[src/rtl/sfr_pkg.sv]
`timescale 1ns / 1ps
`default_nettype none

package sfr_pkg;

	localparam int MAX_PATTERN_DEFAULT     = 8;
	localparam int MAX_REPLACEMENT_DEFAULT = 8;

	localparam int CFG_INDEX_W = 2;
	localparam int CFG_DATA_W  = 64;
	localparam int LEN_W       = 4;
	localparam int COUNT_W     = 33;
	localparam int QUEUE_DEPTH = 2;

	localparam logic [CFG_INDEX_W-1:0] CFG_NEEDLE_BYTES       = 2'd0;
	localparam logic [CFG_INDEX_W-1:0] CFG_NEEDLE_LENGTH      = 2'd1;
	localparam logic [CFG_INDEX_W-1:0] CFG_REPLACEMENT_BYTES  = 2'd2;
	localparam logic [CFG_INDEX_W-1:0] CFG_REPLACEMENT_LENGTH = 2'd3;

	typedef struct packed {
		logic [7:0] data_byte;
		logic       end_of_string;
	} in_item_t;

	typedef struct packed {
		logic [7:0] out_byte;
		logic       byte_present;
		logic       out_last;
		logic       length_overflow;
	} out_item_t;

	// Control part of one queued command: how many bytes to emit and whether
	// the command closes the string.
	typedef struct packed {
		logic [LEN_W-1:0] count;
		logic             last;
	} cmd_ctrl_t;

endpackage

`default_nettype wire

[src/rtl/sfr_front.sv]
`timescale 1ns / 1ps
`default_nettype none

module sfr_front #(
	parameter int MAX_PATTERN     = sfr_pkg::MAX_PATTERN_DEFAULT,
	parameter int MAX_REPLACEMENT = sfr_pkg::MAX_REPLACEMENT_DEFAULT,
	parameter int CMD_BYTES       = sfr_pkg::MAX_PATTERN_DEFAULT
) (
	input  wire logic                            clk,
	input  wire logic                            arst_n,
	input  wire logic                            cfg_write_en,
	input  wire logic [sfr_pkg::CFG_INDEX_W-1:0] cfg_index,
	input  wire logic [sfr_pkg::CFG_DATA_W-1:0]  cfg_data,
	input  wire logic                            src_valid,
	output logic                                 src_ready,
	input  wire sfr_pkg::in_item_t               src_data,
	input  wire logic                            q_full,
	output logic                                 cmd_push,
	output sfr_pkg::cmd_ctrl_t                   cmd_ctrl,
	output logic [CMD_BYTES*8-1:0]               cmd_bytes
);
	import sfr_pkg::*;

	localparam int FILL_W = $clog2(MAX_PATTERN + 1);
	localparam int CMD_W  = CMD_BYTES * 8;

	logic [MAX_PATTERN-1:0][7:0]     needle_q;
	logic [MAX_REPLACEMENT-1:0][7:0] repl_q;
	logic [LEN_W-1:0]                needle_len_q;
	logic [LEN_W-1:0]                repl_len_q;
	logic [MAX_PATTERN-1:0][7:0]     win_q;
	logic [FILL_W-1:0]               fill_q;

	logic [LEN_W-1:0]            nl;
	logic [LEN_W-1:0]            rl;
	logic [FILL_W-1:0]           fill_eff;
	logic [FILL_W-1:0]           fill_new;
	logic [MAX_PATTERN-1:0][7:0] win_new;
	logic                        win_full;
	logic                        hit;
	logic                        pass;
	logic                        accept;

	assign nl = (needle_len_q > LEN_W'(MAX_PATTERN)) ? LEN_W'(MAX_PATTERN) : needle_len_q;
	assign rl = (repl_len_q > LEN_W'(MAX_REPLACEMENT)) ? LEN_W'(MAX_REPLACEMENT) : repl_len_q;
	assign pass = (nl == '0);

	assign src_ready = !q_full;
	assign accept    = src_valid && src_ready;

	// The new byte goes in at the current fill position of the window.
	always_comb begin
		fill_eff = (LEN_W'(fill_q) >= nl) ? '0 : fill_q;
		fill_new = fill_eff + FILL_W'(1);
		for (int i = 0; i < MAX_PATTERN; i++) begin
			win_new[i] = (FILL_W'(i) == fill_eff) ? src_data.data_byte : win_q[i];
		end
		win_full = (LEN_W'(fill_new) == nl);
		hit = 1'b1;
		for (int i = 0; i < MAX_PATTERN; i++) begin
			if ((LEN_W'(i) < nl) && (win_new[i] != needle_q[i])) begin
				hit = 1'b0;
			end
		end
	end

	always_comb begin
		cmd_ctrl.last  = src_data.end_of_string;
		cmd_bytes      = CMD_W'(win_new);
		cmd_ctrl.count = LEN_W'(1);
		cmd_push       = 1'b0;
		if (pass) begin
			cmd_bytes = CMD_W'(src_data.data_byte);
			cmd_push  = accept;
		end else if (win_full && hit) begin
			cmd_bytes      = CMD_W'(repl_q);
			cmd_ctrl.count = rl;
			// An empty replacement only yields a bare end marker at string end.
			cmd_push       = accept && ((rl != '0) || src_data.end_of_string);
		end else if (win_full) begin
			cmd_ctrl.count = src_data.end_of_string ? nl : LEN_W'(1);
			cmd_push       = accept;
		end else begin
			cmd_ctrl.count = LEN_W'(fill_new);
			cmd_push       = accept && src_data.end_of_string;
		end
	end

	always_ff @(posedge clk or negedge arst_n) begin
		if (!arst_n) begin
			needle_q     <= '0;
			repl_q       <= '0;
			needle_len_q <= '0;
			repl_len_q   <= '0;
			fill_q       <= '0;
		end else begin
			if (accept) begin
				if (pass || src_data.end_of_string || (win_full && hit)) begin
					fill_q <= '0;
				end else if (win_full) begin
					fill_q <= fill_new - FILL_W'(1);
				end else begin
					fill_q <= fill_new;
				end
			end
			if (cfg_write_en) begin
				unique case (cfg_index)
					CFG_NEEDLE_BYTES: begin
						needle_q <= cfg_data[MAX_PATTERN*8-1:0];
					end
					CFG_NEEDLE_LENGTH: begin
						needle_len_q <= cfg_data[LEN_W-1:0];
						fill_q       <= '0;
					end
					CFG_REPLACEMENT_BYTES: begin
						repl_q <= cfg_data[MAX_REPLACEMENT*8-1:0];
					end
					CFG_REPLACEMENT_LENGTH: begin
						repl_len_q <= cfg_data[LEN_W-1:0];
					end
				endcase
			end
		end
	end

	// On a mismatch the oldest byte leaves and the rest move down one lane.
	always_ff @(posedge clk) begin
		if (accept && !pass) begin
			if (win_full && !hit) begin
				win_q <= win_new >> 8;
			end else begin
				win_q <= win_new;
			end
		end
	end

endmodule

`default_nettype wire

[src/rtl/sfr_queue.sv]
`timescale 1ns / 1ps
`default_nettype none

module sfr_queue #(
	parameter int WIDTH = 8,
	parameter int DEPTH = sfr_pkg::QUEUE_DEPTH
) (
	input  wire logic             clk,
	input  wire logic             arst_n,
	input  wire logic             push,
	input  wire logic [WIDTH-1:0] push_data,
	output logic                  full,
	input  wire logic             pop,
	output logic                  valid,
	output logic [WIDTH-1:0]      head
);
	import sfr_pkg::*;

	localparam int PTR_W = (DEPTH > 1) ? $clog2(DEPTH) : 1;
	localparam int CNT_W = $clog2(DEPTH + 1);

	logic [WIDTH-1:0] entries_q [DEPTH];
	logic [PTR_W-1:0] wr_ptr_q;
	logic [PTR_W-1:0] rd_ptr_q;
	logic [CNT_W-1:0] count_q;
	logic             do_push;
	logic             do_pop;

	assign full    = (count_q == CNT_W'(DEPTH));
	assign valid   = (count_q != '0);
	assign head    = entries_q[rd_ptr_q];
	assign do_push = push && !full;
	assign do_pop  = pop && valid;

	always_ff @(posedge clk or negedge arst_n) begin
		if (!arst_n) begin
			wr_ptr_q <= '0;
			rd_ptr_q <= '0;
			count_q  <= '0;
		end else begin
			if (do_push) begin
				wr_ptr_q <= (wr_ptr_q == PTR_W'(DEPTH - 1)) ? '0 : wr_ptr_q + PTR_W'(1);
			end
			if (do_pop) begin
				rd_ptr_q <= (rd_ptr_q == PTR_W'(DEPTH - 1)) ? '0 : rd_ptr_q + PTR_W'(1);
			end
			if (do_push && !do_pop) begin
				count_q <= count_q + CNT_W'(1);
			end else if (do_pop && !do_push) begin
				count_q <= count_q - CNT_W'(1);
			end
		end
	end

	always_ff @(posedge clk) begin
		if (do_push) begin
			entries_q[wr_ptr_q] <= push_data;
		end
	end

endmodule

`default_nettype wire

[src/rtl/sfr_back.sv]
`timescale 1ns / 1ps
`default_nettype none

module sfr_back #(
	parameter int CMD_BYTES = sfr_pkg::MAX_PATTERN_DEFAULT
) (
	input  wire logic                 clk,
	input  wire logic                 arst_n,
	input  wire logic                 count_clear,
	input  wire logic                 q_valid,
	output logic                      q_pop,
	input  wire sfr_pkg::cmd_ctrl_t   head_ctrl,
	input  wire logic [CMD_BYTES*8-1:0] head_bytes,
	output logic                      dst_valid,
	input  wire logic                 dst_ready,
	output sfr_pkg::out_item_t        dst_data
);
	import sfr_pkg::*;

	localparam int IDX_W = (CMD_BYTES > 1) ? $clog2(CMD_BYTES) : 1;

	logic [CMD_BYTES-1:0][7:0] bytes;
	logic [IDX_W-1:0]          idx_q;
	logic [COUNT_W-1:0]        cnt_q;
	logic                      dst_valid_q;
	out_item_t                 dst_data_q;

	logic               emit;
	logic               present;
	logic               cmd_done;
	logic               res_last;
	logic [COUNT_W-1:0] cnt_new;

	assign bytes    = head_bytes;
	assign emit     = q_valid && (!dst_valid_q || dst_ready);
	assign present  = (head_ctrl.count != '0);
	assign cmd_done = !present ||
		(LEN_W'(idx_q) == LEN_W'(head_ctrl.count - LEN_W'(1)));
	assign res_last = head_ctrl.last && cmd_done;
	// The top bit marks a saturated count of exactly 2^32 bytes.
	assign cnt_new  = cnt_q + COUNT_W'(present && !cnt_q[COUNT_W-1]);
	assign q_pop    = emit && cmd_done;

	assign dst_valid = dst_valid_q;
	assign dst_data  = dst_data_q;

	always_ff @(posedge clk or negedge arst_n) begin
		if (!arst_n) begin
			idx_q       <= '0;
			cnt_q       <= '0;
			dst_valid_q <= 1'b0;
		end else begin
			if (emit) begin
				dst_valid_q <= 1'b1;
				idx_q       <= cmd_done ? '0 : idx_q + IDX_W'(1);
				cnt_q       <= res_last ? '0 : cnt_new;
			end else if (dst_ready) begin
				dst_valid_q <= 1'b0;
			end
			if (count_clear) begin
				cnt_q <= '0;
			end
		end
	end

	always_ff @(posedge clk) begin
		if (emit) begin
			dst_data_q.out_byte        <= present ? bytes[idx_q] : 8'd0;
			dst_data_q.byte_present    <= present;
			dst_data_q.out_last        <= res_last;
			dst_data_q.length_overflow <= res_last && cnt_new[COUNT_W-1];
		end
	end

endmodule

`default_nettype wire

[src/rtl/stream_find_replace_top.sv]
// A result is held in the command queue and then in the output register on its way out.
// Throughput, while the output is free: one request per cycle while each causes at most
// one result byte; a match emits its replacement at one byte per cycle from the back end.
// The two-entry command queue stalls the input only when it fills.
// Reset (arst_n low, asynchronous) clears the configuration, window fill, queue and
// output count; window bytes and data registers are not reset.
`timescale 1ns / 1ps
`default_nettype none

module stream_find_replace_top #(
	parameter int MAX_PATTERN     = sfr_pkg::MAX_PATTERN_DEFAULT,
	parameter int MAX_REPLACEMENT = sfr_pkg::MAX_REPLACEMENT_DEFAULT
) (
	input  wire logic                            clk,
	input  wire logic                            arst_n,
	input  wire logic                            cfg_write_en,
	input  wire logic [sfr_pkg::CFG_INDEX_W-1:0] cfg_index,
	input  wire logic [sfr_pkg::CFG_DATA_W-1:0]  cfg_data,
	input  wire logic                            src_valid,
	output logic                                 src_ready,
	input  wire sfr_pkg::in_item_t               src_data,
	output logic                                 dst_valid,
	input  wire logic                            dst_ready,
	output sfr_pkg::out_item_t                   dst_data
);
	import sfr_pkg::*;

	localparam int CMD_BYTES = (MAX_PATTERN > MAX_REPLACEMENT) ? MAX_PATTERN : MAX_REPLACEMENT;
	localparam int Q_WIDTH   = $bits(cmd_ctrl_t) + CMD_BYTES * 8;

	cmd_ctrl_t              cmd_ctrl;
	logic [CMD_BYTES*8-1:0] cmd_bytes;
	logic                   cmd_push;
	logic                   q_full;
	logic                   q_valid;
	logic                   q_pop;
	logic [Q_WIDTH-1:0]     q_head;
	cmd_ctrl_t              head_ctrl;
	logic [CMD_BYTES*8-1:0] head_bytes;
	logic                   count_clear;

	assign count_clear = cfg_write_en && (cfg_index == CFG_NEEDLE_LENGTH);
	assign {head_ctrl, head_bytes} = q_head;

	sfr_front #(
		.MAX_PATTERN     (MAX_PATTERN),
		.MAX_REPLACEMENT (MAX_REPLACEMENT),
		.CMD_BYTES       (CMD_BYTES)
	) u_front (
		.clk          (clk),
		.arst_n       (arst_n),
		.cfg_write_en (cfg_write_en),
		.cfg_index    (cfg_index),
		.cfg_data     (cfg_data),
		.src_valid    (src_valid),
		.src_ready    (src_ready),
		.src_data     (src_data),
		.q_full       (q_full),
		.cmd_push     (cmd_push),
		.cmd_ctrl     (cmd_ctrl),
		.cmd_bytes    (cmd_bytes)
	);

	sfr_queue #(
		.WIDTH (Q_WIDTH),
		.DEPTH (QUEUE_DEPTH)
	) u_queue (
		.clk       (clk),
		.arst_n    (arst_n),
		.push      (cmd_push),
		.push_data ({cmd_ctrl, cmd_bytes}),
		.full      (q_full),
		.pop       (q_pop),
		.valid     (q_valid),
		.head      (q_head)
	);

	sfr_back #(
		.CMD_BYTES (CMD_BYTES)
	) u_back (
		.clk         (clk),
		.arst_n      (arst_n),
		.count_clear (count_clear),
		.q_valid     (q_valid),
		.q_pop       (q_pop),
		.head_ctrl   (head_ctrl),
		.head_bytes  (head_bytes),
		.dst_valid   (dst_valid),
		.dst_ready   (dst_ready),
		.dst_data    (dst_data)
	);

	// A full queue can only build up behind an occupied output register.
	assert property (@(posedge clk) disable iff (!arst_n) !src_ready |-> dst_valid)
		else $error("command queue full while output register is empty");

	// The overflow flag only ever rides on the closing result of a string.
	assert property (@(posedge clk) disable iff (!arst_n)
		dst_valid && dst_data.length_overflow |-> dst_data.out_last)
		else $error("length overflow reported on a result that is not last");

	// A result without a byte is the bare end marker and carries a zero byte.
	assert property (@(posedge clk) disable iff (!arst_n)
		dst_valid && !dst_data.byte_present |-> dst_data.out_last && (dst_data.out_byte == 8'd0))
		else $error("empty result that is not a clean end marker");

	// A request that finds the queue with room leaves it able to drain.
	assert property (@(posedge clk) disable iff (!arst_n)
		cmd_push && src_ready |=> q_valid || dst_valid)
		else $error("queued command lost");

endmodule

`default_nettype wire

[config.mk]
export PLATFORM = sky130hd
export DESIGN_NAME = stream_find_replace_top
export DESIGN_NICKNAME = d
export VERILOG_FILES = /design/src/rtl/sfr_pkg.sv /design/src/rtl/sfr_front.sv /design/src/rtl/sfr_queue.sv /design/src/rtl/sfr_back.sv /design/src/rtl/stream_find_replace_top.sv
export SDC_FILE = /design/constraint.sdc
export NUM_CORES = 1
export LEC_CHECK = 0
export BUFFER_PORTS_ARGS = -buffer_cell sky130_fd_sc_hd__buf_2
export CAP_MARGIN = 30
export CELL_PAD_IN_SITES_DETAIL_PLACEMENT = 1
export CELL_PAD_IN_SITES_GLOBAL_PLACEMENT = 2
export CORE_MARGIN = 5
export CORE_UTILIZATION = 47
export CTS_CLUSTER_SIZE = 25
export DETAILED_ROUTE_END_ITERATION = 10
export HOLD_SLACK_MARGIN = 0.06
export PLACE_DENSITY = 0.95
export SLEW_MARGIN = 5
export SYNTH_ARGS = -nofsm -noshare
export SYNTH_HDL_FRONTEND = slang
export SYNTH_SLANG_ARGS = --single-unit
export TNS_END_PERCENT = 10
[constraint.sdc]
create_clock -name clk -period 20.8 [get_ports clk]
set_clock_uncertainty 0.05 [all_clocks]
set_input_delay 1.04 -clock clk [delete_from_list [all_inputs] [get_ports clk]]
set_output_delay 1.04 -clock clk [all_outputs]
set_load 0.005 [all_outputs]
==> results of run 1 <==
-- how the worst max path moves through the flow --
stage / start / to / slack [ns] / depth (start not counted)
CTS: u_front.needle_len_q[3] / u_front.win_q[54] / 13.41 / 18
finish: u_front.needle_len_q[3] / u_front.win_q[54] / 13.31 / 18
detailed placement: u_front.needle_len_q[3] / u_front.win_q[46] / 13.52 / 18
global placement: u_front.needle_len_q[3] / u_queue.entries_q[0][12] / 13.90 / 20
global route: u_front.needle_len_q[3] / u_front.win_q[46] / 12.91 / 18
floorplan: u_front.needle_len_q[3] / u_queue.entries_q[1][0] / 10.95 / 21
-- worst reg2reg max path: cells and delay by family, from the launching register on --
kind	cells	cell delay, ns
simple gates	6	1.99
compound gates	4	1.36
mux	2	1.35
buf+inv	3	1.24
fa+ha+maj	2	0.66
flops	1	0.47
xor+xnor	1	0.25
-- synth_stat cells (5+ instances only) --
| cell type | instances | area [um^2] |
|---|---|---|
| nand3_1 | 27 | 135 |
| nor2_1 | 134 | 503 |
| a21o_1 | 6 | 45.0 |
| xnor2_1 | 38 | 333 |
| mux2i_1 | 47 | 470 |
| and2_1 | 7 | 43.8 |
| a21boi_0 | 5 | 37.5 |
| ha_1 | 14 | 175 |
| a21oi_1 | 38 | 190 |
| nand2b_1 | 16 | 100 |
| o221a_1 | 17 | 191 |
| a2bb2oi_1 | 6 | 52.6 |
| edfxtp_1 | 213 | 6400 |
| mux4_2 | 40 | 901 |
| and3_1 | 13 | 81.3 |
| a211oi_1 | 43 | 323 |
| xor2_1 | 42 | 368 |
| nand4_1 | 11 | 68.8 |
| dfrtp_1 | 181 | 4530 |
| clkbuf_1 | 73 | 274 |
| inv_1 | 32 | 120 |
| o2111ai_1 | 20 | 175 |
| a31oi_1 | 5 | 31.3 |
| buf_2 | 15 | 75.1 |
| and4_1 | 6 | 52.6 |
| o22ai_1 | 8 | 50.1 |
| nor4_1 | 6 | 37.5 |
| mux2_2 | 136 | 1530 |
| nor3_1 | 19 | 95.1 |
| o21ai_0 | 70 | 350 |
| o221a_2 | 8 | 90.1 |
| nand2_1 | 118 | 443 |
| buf_4 | 6 | 45.0 |
| o31ai_1 | 11 | 82.6 |
| buf_1 | 5 | 18.8 |
| o211ai_1 | 22 | 165 |
| or3_1 | 30 | 188 |
| a311oi_1 | 18 | 158 |
| nor2b_1 | 10 | 62.6 |
-- per-layer routing --
metal	share of wire [%]	GRT usage (%)
met3	7.8	6.04
met5	0	0
met4	3.9	10.0
met2	47	42.2
met1	41	34.3
-- cell usage in the layout, fill, tap and decap left out, types with 32 or more instances in the layout --
cell type | netlist | final
edfxtp_1 | 213 | 213
dfrtp_1 | 181 | 180
mux2_2 | 136 | 136
nor2_1 | 134 | 133
nand2_1 | 118 | 118
buf_2 | 15 | 91
o21ai_0 | 70 | 70
mux2i_1 | 47 | 47
clkbuf_16 | 0 | 45
a211oi_1 | 43 | 43
xor2_1 | 42 | 42
mux4_2 | 40 | 40
xnor2_1 | 38 | 38
a21oi_1 | 38 | 36
inv_1 | 32 | 32
-- cells by family after synthesis --
kind of cell | Yosys count | share of synthesized area, %
flops | 394 | 55.5
compound gates | 321 | 12.1
buf+inv | 136 | 2.96
xor+xnor | 80 | 3.56
mux | 224 | 14.8
fa+ha+maj | 14 | 0.890
simple gates | 420 | 10.1
-- state kept, by name (all words and copies together) (netlist names), 2 cells and up --
name and count:
u_back.dst_data 11, u_back.cnt_q 33, u_front.needle_len_q 4, u_queue.count_q 2, u_queue.entries_q 138, u_front.needle_q 64
u_front.win_q 64, u_front.fill_q 4, u_back.idx_q 3, u_front.repl_len_q 4, u_front.repl_q 64
-- layout make-up --
type                            count  area, um^2
Timing Repair Buffer              119         772
Fill cell                        4229       19600
Clock inverter                     13         129
Tap cell                          539         674
Multi-Input combinational cell   1059        8230
Sequential cell                   394       10900
Inverter                           32         120
Clock buffer                       66        1250
-- through the flow --
step                      utilization, %  power, mW  cells  area (um^2)  setup slack, ns
final                               53.1       2.98   2222        22100            13.31
after global routing                53.1       3.11   2222        22100            12.91
after CTS                           52.8       2.97   2217        22000            13.41
after detailed placement            49.5       2.19   2138        20600            13.52
after global placement              49.4       2.14   2136        20600            13.90
after floorplan                        -       1.86   1589        19700            10.95
-- power by group through the flow --
stage          registers (mW)  logic, mW  clock network [mW]
2_1_floorplan            1.18      0.675                   0
3_3_place_gp             1.22      0.915                   0
3_5_place_dp             1.24      0.959                   0
4_1_cts                  1.23      0.973               0.773
5_1_grt                  1.24       1.06               0.810
6_report                 1.23      0.987               0.764
==> summary.md, run 1 <==
| Metric | Value |
|---|---|
| Layout Area Growth over Synthesis | `12.3%` |
| Worst Setup End Kind | `flip-flop` |
| Maximum clock rate | `133 MHz` |
| CP max stage delay | `0.74 ns` |
| PortBufs | `92` |
| Htree depth | `2` |
| Clk Latency, worst-skew pair | `0.58 ns` |
| Die extent in y | `215 um` |
| Final Wtd Congestion | `0.940` |
| Max_slew headroom | `28.6%` |
| Setup-failing EPs final | `0` |
| Total CTS buffers | `43` |
| Post-CTS Setup Inserts | `0` |
| Vias | `14148` |
| Antenna violations before repair | `0` |
| Vias in the first global route | `15063` |
| Seq pwr share | `41.3%` |
| Fraction of layout cells with a size suffix above 1 | `23.2%` |
| Num Clock Sinks | `394` |
| Routed wire length | `60900 um` |
| Ys flop type | `edfxtp_1` |
| Mapped Cells | `1589` |
| Mapped Avg Cell Area | `12.4 um^2` |
| Sw Share | `35.2%` |
| # nets final | `1743` |
| RR Startpoint | `u_front.needle_len_q[3]` |
| Die Area | `46100 um^2` |
| Fin Setup TNS | `0 ns` |
| Global route overflow | `0` |
| Drt first-iter violations | `1608` |
| Wirelength per Cell | `27.4 um` |
| Worst R2R End | `u_front.win_q[54]` |
| YS warnings | `0` |
| Seq cells post-synth | `394` |
| Worst Path Arrival | `7.88 ns` |
| CP Cell Sequence | `nor2_1, ha_1, nor3b_4, buf_4, o21a_1, nand2_1, inv_1, ha_1, nand2_1, mux2i_1, xor2_1, nand4_1, nor3_1, a31oi_4, o21ai_4, buf_4, mux2i_1, o221a_1` |
| R2R depth | `18` |
| Net Sw Power | `1.05 mW` |
| EDFF count, synth | `213` |
| Initial Util | `47.2%` |
| Hold buffers post-CTS | `0` |
| CTS resizes | `0` |
| Final hold vios | `0` |
| CTS Root Cell | `clkbuf_16` |
| Bufs on Longest Clock Path | `3` |
| CP Data Required Time | `21.19 ns` |
| Die span in x | `215 um` |
| Period minus WS final | `7.49 ns` |
| CP startpoint kind | `flip-flop` |
| # Max-Cap Violations | `0` |
| Synthesized net count | `1683` |
| Post-Syn Area | `19700 um^2` |
| Synth async-reset ratio | `45.9%` |
| First-pass iteration count of the detailed router | `5` |
| Detail Route Antenna Nets | `0` |
| CTS tree | `built` |
| Slew @ Worst Pin | `1.07 ns` |
| Clock transition at path regs | `0.06 ns` |
| Sequential area share after synthesis | `55.5%` |
| Pwr/cell area | `135 nW/um^2` |
| LEAKAGE | `8.58 nW` |
| Crit path kind | `reg -> reg` |
| Post-DP HPWL | `40800 um` |
| Core ar. | `41700 um^2` |
| Hold slack final | `0.345 ns` |
| Min-delay worst type | `in -> async` |
| Global Route Usage Sum | `26.0%` |
| RSZ-0062 raised after global routing | `no` |
| DRC viols | `0` |
| Worst R2R Setup Slack | `13.31 ns` |
| Worst IR drop on VDD | `0.0826 mV` |
| Netlist cell types | `78` |
| Critical path fanouts, max | `62` |
| Max Slew Vio Count | `0` |
| Comb power frac | `33.1%` |
| P_int | `1.93 mW` |
| Number of diodes | `0` |
| Final Cycle Share | `36.0%` |
| Clk pwr share | `25.6%` |
| Vias per cell | `6.37` |
| First-pass GRT wire length | `93400 um` |
| CP max-delay cell | `buf_4` |
| Largest net degree at the start of global routing | `77` |
| WP buf/inv | `3` |
| I/O pin cnt | `93` |
| Status | `complete, no violations` |
| Cell family with most CP delay | `simple AND/OR/NAND/NOR gates` |
| # rows | `75` |
No activity file was read; power rests on OpenSTA's default activity.
==> inputs of run 2 (changes only) <==
--- a/config.mk
+++ b/config.mk
@@ -10,11 +10,11 @@
 export CELL_PAD_IN_SITES_DETAIL_PLACEMENT = 1
 export CELL_PAD_IN_SITES_GLOBAL_PLACEMENT = 2
 export CORE_MARGIN = 5
-export CORE_UTILIZATION = 47
+export CORE_UTILIZATION = 39
 export CTS_CLUSTER_SIZE = 25
 export DETAILED_ROUTE_END_ITERATION = 10
 export HOLD_SLACK_MARGIN = 0.06
-export PLACE_DENSITY = 0.95
+export PLACE_DENSITY = 0.85
 export SLEW_MARGIN = 5
 export SYNTH_ARGS = -nofsm -noshare
 export SYNTH_HDL_FRONTEND = slang
==> constraint.sdc (replaced) <==
create_clock -name clk -period 6.3 [get_ports clk]
set_clock_uncertainty 0.05 [all_clocks]
set_input_delay 0.315 -clock clk [delete_from_list [all_inputs] [get_ports clk]]
set_output_delay 0.315 -clock clk [all_outputs]
set_load 0.005 [all_outputs]
==> summary.md, run 2 (synthesized netlist as in run 1, its figures left out) <==
| Metric | Value |
|---|---|
| GRT met1 Usage | `29.8%` |
| Maximum clock rate | `168 MHz` |
| Final Util | `46.6%` |
| Antenna violations before repair | `2` |
| DRC viols | `0` |
| Worst Path Arrival | `6.22 ns` |
| Initial Util | `39.3%` |
| Drt first-iter violations | `1322` |
| Final Cycle Share | `94.6%` |
| First-pass GRT wire length | `95100 um` |
| PortBufs | `92` |
| CTS tree | `built` |
| Max Slew Vio Count | `0` |
| Die Area | `55100 um^2` |
| First-pass iteration count of the detailed router | `5` |
| Placed cell area | `21000 um^2` |
| M3 GR Usage | `3.30%` |
| Wirelength per Cell | `25.4 um` |
| Reg area | `10900 um^2` |
| Filler cell count | `5233` |
| Die extent in y | `235 um` |
| # Max-Cap Violations | `0` |
| Largest net degree at the start of global routing | `92` |
| Final instance area | `23300 um^2` |
| Multi-input combinational cell area | `8340 um^2` |
| Vias in the first global route | `15150` |
| CTS Root Cell | `clkbuf_16` |
| Min-delay worst type | `in -> reg` |
| Bufs on Longest Clock Path | `3` |
| # nets final | `1835` |
| Htree depth | `2` |
| Setup-failing EPs final | `0` |
| Clk Latency, worst-skew pair | `0.58 ns` |
| Max_slew headroom | `36.7%` |
| Worst Setup End Kind | `flip-flop` |
| Most frequent cells in the layout | `213 x edfxtp_1, 180 x dfrtp_1, 136 x mux2_2` |
| Hold slack final | `0.180 ns` |
| Routed wire length | `62300 um` |
| Largest register FFs | `138` |
| Status | `complete, no violations` |
| CP startpoint kind | `flip-flop` |
| Reg with most FFs | `u_queue.entries_q` |
| Commonest non-fill, non-tap cell in the layout | `edfxtp_1` |
| Pwr/cell area | `435 nW/um^2` |
| Final hold vios | `0` |
| Worst IR drop on VDD | `0.246 mV` |
| Placed cells | `2296` |
| Post-DP HPWL | `42000 um` |
| Clock transition at path regs | `0.06 ns` |
| Global route overflow | `0` |
| Period minus WS final | `5.96 ns` |
| I/O pin cnt | `93` |
| Detail Route Antenna Nets | `0` |
| Fraction of layout cells with a size suffix above 1 | `24.4%` |
| Vias per cell | `5.90` |
| Num Clock Sinks | `394` |
| Non-Filler Instances | `2450` |
| CP Data Required Time | `6.56 ns` |
| LEAKAGE | `8.99 nW` |
| Final Wtd Congestion | `0.882` |
| Total CTS buffers | `44` |
| Layout Area Growth over Synthesis | `18.6%` |
| Slew @ Worst Pin | `0.950 ns` |
| Crit path kind | `reg -> reg` |
| Busiest layer in global routing | `met2` |
| # rows | `82` |
| Die span in x | `235 um` |
| Core ar. | `50100 um^2` |
| Critical path fanouts, max | `29` |
| Global Route Usage Sum | `21.9%` |
| GR Util met2 | `36.5%` |
| Vias | `14448` |
## run 2: cell types whose count changed in the layout (fill, tap and decap cells not counted), moves of 3 or more
cell	change
bufinv_16	+3
clkbuf_1	-6
dlygate4sd3_1	+67
buf_12	+4
buf_16	-4
buf_4	+22
clkinv_2	-4
mux2i_2	+4
mux2i_1	-7
mux2i_4	+3
clkinv_1	+3
clkinvlp_4	+4
inv_6	+4
## run 2: layout make-up
class,instances,share of cell area [%]
clock buffers,62,5.49
diodes,1,0.0107
inverters,32,0.531
repair buffers,209,6.81
clock inverters,20,1.03
multi-input cells,1060,35.7
well taps,672,3.60
flip-flops and latches,394,46.8
## run 2: where the power goes
part	internal (mW)	leakage [nW]	switching, mW
Clock	1.63	0.736	1.08
Combinational	1.40	4.04	1.99
Sequential	3.61	4.21	0.444
## run 2: timing repair
item                       in CTS  in global routing
resized for setup               0                 18
buffers inserted                0                  1
hold endpoints to repair      228                  0
setup endpoints to repair       0                135
hold buffers                   67                  0
## run 2: metal layers
layer  up-vias  wire, um
met5         -         9
met4         2      1880
met3       111      3630
met2       481     30400
met1      7516     26400
li1       6338         -
## run 2: critical path, cell delays in order, from the launching register on
cell and delay, ns:
dfrtp_1 0.48, inv_1 0.18, nand2_1 0.15, ha_1 0.30, o211ai_1 0.21, o21a_1 0.23, nand2_1 0.24, inv_1 0.16
ha_1 0.28, o2111ai_4 0.36, mux2i_4 0.36, xnor2_1 0.16, nor4_1 0.41, nand2_1 0.32, a2bb2oi_2 0.29, and2_1 0.27
nand3_4 0.12, buf_4 0.28, buf_4 0.30, a211oi_1 0.48
## run 2: worst paths after layout
kind	slack (ns)	from	endpoint	cells past startpoint
worst min-delay path	0.18	cfg_index[1]	u_front.repl_len_q[1]	3
worst max register to register	0.34	u_front.needle_len_q[3]	u_queue.entries_q[1][39]	19
worst min register to register	0.44	u_back.cnt_q[15]	u_back.cnt_q[15]	1
max in group asynchronous	4.65	arst_n	u_queue.rd_ptr_q	3
min in group asynchronous	0.32	arst_n	u_back.cnt_q[15]	2
worst max-delay path	0.34	u_front.needle_len_q[3]	u_queue.entries_q[1][39]	19
## run 2: metrics by stage
stage / total power [mW] / setup slack [ns] / TNS, ns
3_5_place_dp: 7.35 / 0.194 / 0
3_3_place_gp: 7.20 / 0.422 / 0
6_report: 10.2 / 0.343 / 0
2_1_floorplan: 6.13 / 0.0273 / 0
4_1_cts: 10.1 / 0.209 / 0
5_1_grt: 10.6 / -0.00813 / -0.0169
